<file path="src/spq_pkg.sv">
package spq_pkg;

    localparam int KEY_W      = 32;
    localparam int VAL_W      = 32;
    localparam int FILL_W     = 5;
    localparam int CAPACITY_D = 16;

    typedef enum logic {
        OP_PUSH = 1'b0,
        OP_POP  = 1'b1
    } spq_op_t;

    // Broadcast from the controller to every cell of the chain.
    typedef struct packed {
        logic                    push_en;
        logic                    pop_en;
        logic signed [KEY_W-1:0] key;
        logic signed [VAL_W-1:0] value;
    } spq_ctrl_t;

endpackage

</file>
<file path="src/spq_cell.sv">
module spq_cell
    import spq_pkg::*;
(
    input  logic                    aclk,
    input  spq_ctrl_t               ctrl,
    input  logic                    occupied,
    input  logic                    left_ge,
    input  logic signed [KEY_W-1:0] left_key,
    input  logic signed [VAL_W-1:0] left_value,
    input  logic signed [KEY_W-1:0] right_key,
    input  logic signed [VAL_W-1:0] right_value,
    output logic signed [KEY_W-1:0] cell_key,
    output logic signed [VAL_W-1:0] cell_value,
    output logic                    cell_ge
);

    logic signed [KEY_W-1:0] key_reg;
    logic signed [KEY_W-1:0] key_next;
    logic signed [VAL_W-1:0] value_reg;
    logic signed [VAL_W-1:0] value_next;

    // An empty cell counts as holding a key at least as large as any pushed key.
    assign cell_ge    = !occupied || (key_reg >= ctrl.key);
    assign cell_key   = key_reg;
    assign cell_value = value_reg;

    always_comb begin
        key_next   = key_reg;
        value_next = value_reg;
        if (ctrl.push_en) begin
            if (cell_ge && left_ge) begin
                key_next   = left_key;
                value_next = left_value;
            end else if (cell_ge) begin
                key_next   = ctrl.key;
                value_next = ctrl.value;
            end
        end else if (ctrl.pop_en) begin
            key_next   = right_key;
            value_next = right_value;
        end
    end

    always_ff @(posedge aclk) begin
        key_reg   <= key_next;
        value_reg <= value_next;
    end

endmodule

</file>
<file path="src/sorted_priority_queue_unit.sv">
// The result is registered: it shows on m_valid in the cycle after the input is accepted.
// Throughput: one push or pop per cycle while s_ready holds; every cell of the
// chain compares against the broadcast key and shifts with its neighbor in the same cycle.
// Reset: synchronous, active low; it empties the queue and clears the result valid.
// Stored keys and values are not reset; only slots below the entry count are read.
module sorted_priority_queue_unit
    import spq_pkg::*;
#(
    parameter int CAPACITY = CAPACITY_D
)
(
    input  logic                    aclk,
    input  logic                    aresetn,
    input  logic                    s_valid,
    output logic                    s_ready,
    input  logic                    s_operation,
    input  logic signed [KEY_W-1:0] s_prio_key,
    input  logic signed [VAL_W-1:0] s_item_value,
    output logic                    m_valid,
    input  logic                    m_ready,
    output logic signed [VAL_W-1:0] m_popped_value,
    output logic                    m_was_empty,
    output logic                    m_was_full,
    output logic [FILL_W-1:0]       m_fill_level
);

    localparam int CNT_W = $clog2(CAPACITY + 1);

    logic [CNT_W-1:0]        count_reg;
    logic [CNT_W-1:0]        count_next;
    logic                    m_valid_reg;
    logic                    m_valid_next;
    logic signed [VAL_W-1:0] m_popped_value_reg;
    logic signed [VAL_W-1:0] m_popped_value_next;
    logic                    m_was_empty_reg;
    logic                    m_was_empty_next;
    logic                    m_was_full_reg;
    logic                    m_was_full_next;
    logic [FILL_W-1:0]       m_fill_level_reg;
    logic [FILL_W-1:0]       m_fill_level_next;

    logic                    accept;
    logic                    is_full;
    logic                    is_empty;
    spq_ctrl_t               ctrl;

    logic                    occ      [CAPACITY];
    logic                    ge       [CAPACITY];
    logic signed [KEY_W-1:0] keys     [CAPACITY];
    logic signed [VAL_W-1:0] values   [CAPACITY];

    assign s_ready  = !m_valid_reg || m_ready;
    assign accept   = s_valid && s_ready;
    assign is_full  = (count_reg == CNT_W'(CAPACITY));
    assign is_empty = (count_reg == '0);

    assign ctrl.push_en = accept && (spq_op_t'(s_operation) == OP_PUSH) && !is_full;
    assign ctrl.pop_en  = accept && (spq_op_t'(s_operation) == OP_POP) && !is_empty;
    assign ctrl.key     = s_prio_key;
    assign ctrl.value   = s_item_value;

    genvar g;
    generate
        for (g = 0; g < CAPACITY; g++) begin : g_cell
            assign occ[g] = (count_reg > CNT_W'(g));
            if (g == 0) begin : g_head
                spq_cell u_cell (
                    .aclk        (aclk),
                    .ctrl        (ctrl),
                    .occupied    (occ[g]),
                    .left_ge     (1'b0),
                    .left_key    (s_prio_key),
                    .left_value  (s_item_value),
                    .right_key   (keys[g+1]),
                    .right_value (values[g+1]),
                    .cell_key    (keys[g]),
                    .cell_value  (values[g]),
                    .cell_ge     (ge[g])
                );
            end else if (g == CAPACITY - 1) begin : g_tail
                // The tail cell empties on a pop, so it may keep its contents.
                spq_cell u_cell (
                    .aclk        (aclk),
                    .ctrl        (ctrl),
                    .occupied    (occ[g]),
                    .left_ge     (ge[g-1]),
                    .left_key    (keys[g-1]),
                    .left_value  (values[g-1]),
                    .right_key   (keys[g]),
                    .right_value (values[g]),
                    .cell_key    (keys[g]),
                    .cell_value  (values[g]),
                    .cell_ge     (ge[g])
                );
            end else begin : g_mid
                spq_cell u_cell (
                    .aclk        (aclk),
                    .ctrl        (ctrl),
                    .occupied    (occ[g]),
                    .left_ge     (ge[g-1]),
                    .left_key    (keys[g-1]),
                    .left_value  (values[g-1]),
                    .right_key   (keys[g+1]),
                    .right_value (values[g+1]),
                    .cell_key    (keys[g]),
                    .cell_value  (values[g]),
                    .cell_ge     (ge[g])
                );
            end
        end
    endgenerate

    always_comb begin
        count_next          = count_reg;
        m_valid_next        = m_valid_reg;
        m_popped_value_next = m_popped_value_reg;
        m_was_empty_next    = m_was_empty_reg;
        m_was_full_next     = m_was_full_reg;
        m_fill_level_next   = m_fill_level_reg;

        if (ctrl.push_en) begin
            count_next = count_reg + CNT_W'(1);
        end else if (ctrl.pop_en) begin
            count_next = count_reg - CNT_W'(1);
        end

        if (m_valid_reg && m_ready) begin
            m_valid_next = 1'b0;
        end
        if (accept) begin
            m_valid_next        = 1'b1;
            m_popped_value_next = ctrl.pop_en ? values[0] : '0;
            m_was_empty_next    = (spq_op_t'(s_operation) == OP_POP) && is_empty;
            m_was_full_next     = (spq_op_t'(s_operation) == OP_PUSH) && is_full;
            m_fill_level_next   = FILL_W'(count_next);
        end
    end

    always_ff @(posedge aclk) begin
        if (!aresetn) begin
            count_reg   <= '0;
            m_valid_reg <= 1'b0;
        end else begin
            count_reg   <= count_next;
            m_valid_reg <= m_valid_next;
        end
        m_popped_value_reg <= m_popped_value_next;
        m_was_empty_reg    <= m_was_empty_next;
        m_was_full_reg     <= m_was_full_next;
        m_fill_level_reg   <= m_fill_level_next;
    end

    assign m_valid        = m_valid_reg;
    assign m_popped_value = m_popped_value_reg;
    assign m_was_empty    = m_was_empty_reg;
    assign m_was_full     = m_was_full_reg;
    assign m_fill_level   = m_fill_level_reg;

endmodule
</file>
<file path="config.mk">
export PLATFORM = sky130hd
export DESIGN_NAME = sorted_priority_queue_unit
export DESIGN_NICKNAME = d
export VERILOG_FILES = /design/src/spq_pkg.sv /design/src/spq_cell.sv /design/src/sorted_priority_queue_unit.sv
export SDC_FILE = /design/constraint.sdc
export NUM_CORES = 2
export LEC_CHECK = 0
export ABC_AREA = 1
export BUFFER_PORTS_ARGS = -buffer_cell sky130_fd_sc_hd__buf_2
export CAP_MARGIN = 10
export CORE_MARGIN = 8
export CORE_UTILIZATION = 59
export CTS_CLUSTER_SIZE = 25
export DETAILED_ROUTE_END_ITERATION = 8
export GPL_TIMING_DRIVEN = 0
export PLACE_DENSITY = 0.88
export SYNTH_ARGS = -nofsm -noshare
export SYNTH_HDL_FRONTEND = slang
export SYNTH_HIERARCHICAL = 1
export SYNTH_SLANG_ARGS = --single-unit
export TNS_END_PERCENT = 100
</file>
<file path="constraint.sdc">
create_clock -name aclk -period 4.5 [get_ports aclk]
set_clock_uncertainty 0.2 [all_clocks]
set_input_delay 0.225 -clock aclk [delete_from_list [all_inputs] [get_ports aclk]]
set_output_delay 0.225 -clock aclk [all_outputs]
set_load 0.02 [all_outputs]
</file>
==> results.py <==
metrics = {
    "status": {
        "status": "finished, violations left",
        "failing_checks": "design-rule violations",
    },
    "floorplanning": {
        "placeableCoreArea_um2": 138800,
        "die_footprint_um2": 151500,
        "core.rowCount": 137,
        "die_height_um": 389.3,
        "chipWidth_um": 389.3,
        "initial_core_utilization_pct": 59.21,
        "io-pin-count": 110,
    },
    "cells_and_area": {
        "share_of_cells_above_drive_strength_1_pct": 11.12,
        "areaGrowthSynthToFinish_pct": 9.342,
        "final_nets": 11753,
        "mostFrequentLayoutCells": "nand2_1 (3,681), inv_1 (2,269), nand3_1 (1,580)",
        "most_common_cell_after_layout_fill_and_taps_aside": "nand2_1",
    },
    "hold_path": {
        "holdCritPathClass": "in2reg",
    },
    "sta": {
        "worst_hold_slack_ns": 0.07444,
        "finalHoldViolations": 0,
        "setup_viol": 0,
        "worst_pin_slew_ns": 1.270,
        "layout_worst_path_cycle_share_pct": 97.09,
        "final_period_minus_worst_setup_slack_ns": 4.369,
        "rsz0062_at_grt": "false",
        "setup_slack_ns": 0.1311,
        "finalMaxSlewViolations": 0,
        "slew_margin_rel_pct": 15.23,
        "fmax_achieved_ghz": 0.2289,
    },
    "clock_network": {
        "cts-root-buf": "clkbuf_16",
        "max-clock-path-buffers": 3,
        "path_clk_slew_ns": 0.06,
        "number_of_clock_buffers_inserted_by_tritoncts": 117,
        "clock_sink_count": 1069,
        "cts_setup_buffers": 0,
        "cts-htree-levels": 3,
        "cts_tree": "done",
        "clock_insertion_delay_worst_skew_ns": 0.75,
    },
    "synth": {
        "synthesis.instances": 10858,
        "synth-edff-count": 1063,
        "yosys_most_used_dff": "edfxtp_1",
        "number_of_synthesis_warnings": 6,
        "synth-xor-area-share_pct": 0.03196,
        "ys_seq_elements": 1069,
        "post_synth_fa_ha_maj_area_fraction_pct": 7.884,
        "asyncSetResetFlopFracSynth_pct": 0,
        "yosys-mux-area-fraction_pct": 0,
        "synth_compound_area_share_pct": 2.282,
        "syn-cell-area_um2": 82210,
        "seq_area_frac_synth_pct": 38.98,
        "count_of_cell_types_in_the_netlist": 39,
        "synthesis.area_per_instance_um2": 7.571,
        "yosys.area_share.simple_pct": 35.30,
        "synth_top_family_by_area": "simple AND/OR/NAND/NOR gates",
    },
    "route": {
        "wl_per_cell_um": 16.63,
        "total_vias_in_the_final_route": 70556,
        "drt_first_pass_iters": 9,
        "detailedRoute.firstIterationViolations": 7503,
        "drc": 1,
        "routed_wirelength_mm": 217.4,
        "route.antenna.remaining_nets": 0,
        "via_per_inst": 5.396,
    },
    "critical_path": {
        "critical-path-top-cell-by-count": "clkbuf_1",
        "critical-path-max-stage-delay_ns": 0.60,
        "timing.critical_path.arrival_ns": 4.61,
        "crit_path_end_kind": "flip-flop",
        "worst-endpoint-required_ns": 4.74,
        "crit_slowest_cell": "clkbuf_1",
        "timing.critical_path.cells": "inv_1, ha_1, nand3_2, nand3_4, inv_2, buf_16, clkbuf_1, clkbuf_1, nand2_1, nand2_2, buf_12",
        "startpoint_type": "flip-flop",
        "worstPathBufferInverterCount": 6,
        "critical-path-top-delay-family": "buffers and inverters",
        "critical_path.max_fanout": 45,
        "crit_type": "reg2reg",
    },
    "power_and_ir_drop": {
        "static-leakage-power_nw": 48.61,
        "vdd_drop_max_mv": 0.3554,
        "power.density_nw_per_um2": 385.2,
    },
    "global_route": {
        "all_layer_gr_usage_pct": 27.85,
        "gr-total-overflow": 0,
        "grt_pass1_wl_mm": 351.3,
        "grt_start_max_net_pins": 65,
        "grt_antenna_before_repair": 2,
        "first_global_vias": 68943,
    },
    "placed_design": {
        "placement.setup.worst_slack_ns": -0.1455,
        "final_weighted_congestion_of_routability_driven_global_placement": 0.9701,
        "dp.final_hpwl_mm": 173.5,
        "port_buffers": 109,
    },
    "flow_run": {
        "max-cap-violations": 0,
    },
}
[power by group]
part | total [W] | leakage [nW] | internal (W) | switching (W)
sequential | 0.0139 | 10.1 | 0.0130 | 0.000901
clock | 0.00967 | 1.86 | 0.00553 | 0.00414
combinational | 0.0111 | 36.6 | 0.00402 | 0.00708
[synthesized netlist by cell type, types with 13 or more instances]
| cell | number | area, um^2 |
|---|---|---|
| nand2_1 | 3697 | 13880 |
| inv_1 | 2269 | 8517 |
| nand3_1 | 1580 | 7908 |
| edfxtp_1 | 1063 | 31920 |
| nand3_2 | 527 | 5275 |
| ha_1 | 518 | 6481 |
| clkbuf_1 | 225 | 844.6 |
| a21oi_1 | 223 | 1116 |
| nor2_1 | 173 | 649.4 |
| buf_2 | 94 | 470.5 |
| buf_6 | 79 | 889.6 |
| buf_12 | 67 | 1341 |
| buf_4 | 56 | 420.4 |
| o21ai_0 | 35 | 175.2 |
| o21a_1 | 32 | 240.2 |
| nand4_1 | 29 | 181.4 |
| nand2_2 | 25 | 156.4 |
| a21o_1 | 19 | 142.6 |
| nand3_4 | 18 | 315.3 |
| nor2_2 | 18 | 112.6 |
| nand2_4 | 17 | 191.4 |
| buf_1 | 16 | 60.06 |
| a21boi_1 | 14 | 105.1 |
| buf_8 | 13 | 195.2 |
| nor4_4 | 13 | 276.5 |
[cells by family after synthesis]
| group | Yosys count |
|---|---|
| compound gates | 337 |
| buf+inv | 2825 |
| flops | 1069 |
| fa+ha+maj | 518 |
| simple gates | 6105 |
| other cells | 1 |
| xor+xnor | 3 |
[through the flow]
stage	cell area [um^2]	instances	power, W	setup TNS [ns]	util, %
floorplan	82210	10859	0.02193	0	-
global placement	85020	12775	0.02424	-1465.42	61.23
detailed placement	85380	12791	0.02475	-14.48	61.49
CTS	89880	13075	0.03452	0	64.73
global route	89880	13075	0.03645	0	64.74
finish	89890	13076	0.03463	0	64.74
[tightest hold or removal path: cells and delay by family]
kind          cells  cell delay [ns]
simple gates      3             0.18
buf+inv           2             0.42
[area by class of cell]
class | instances | area, um^2
multi-input combinational | 6965 | 37480
clock buffer | 139 | 3050
fill | 10984 | 48960
buffer | 550 | 4225
tap | 1807 | 2261
clock inverter | 82 | 797.0
antenna | 1 | 2.502
inverter | 2275 | 8542
timing repair buffer | 188 | 1491
sequential | 1069 | 32040
[worst paths after layout]
check | start | to | slack, ns | depth (start not counted)
max | count_reg[0] | g_cell[4].g_mid.u_cell/cell_value[19] | 0.13 | 11
min | s_prio_key[13] | g_cell[5].g_mid.u_cell/cell_key[13] | 0.07 | 5
max reg2reg | count_reg[0] | g_cell[4].g_mid.u_cell/cell_value[19] | 0.13 | 11
min reg2reg | g_cell[15].g_tail.u_cell/cell_value[8] | g_cell[14].g_mid.u_cell/cell_value[8] | 0.35 | 2
[metal layers]
| metal | part of all wire [%] | global-route usage [%] | up-vias |
|---|---|---|---|
| met1 | 41 | 37.42 | 31694 |
| li1 | - | - | 34827 |
| met4 | 5.7 | 13.81 | 0 |
| met5 | 0 | 0 | - |
| met2 | 44 | 44.57 | 3478 |
| met3 | 9.1 | 3.516 | 557 |
[repair_timing]
| item | CTS | global route |
|---|---|---|
| hold endpoints to repair | 599 | 0 |
| gates resized for setup | 2 | 8 |
| hold buffers | 63 | 0 |
| setup endpoints to repair | 128 | 477 |
No activity file was read; power rests on OpenSTA's default activity.
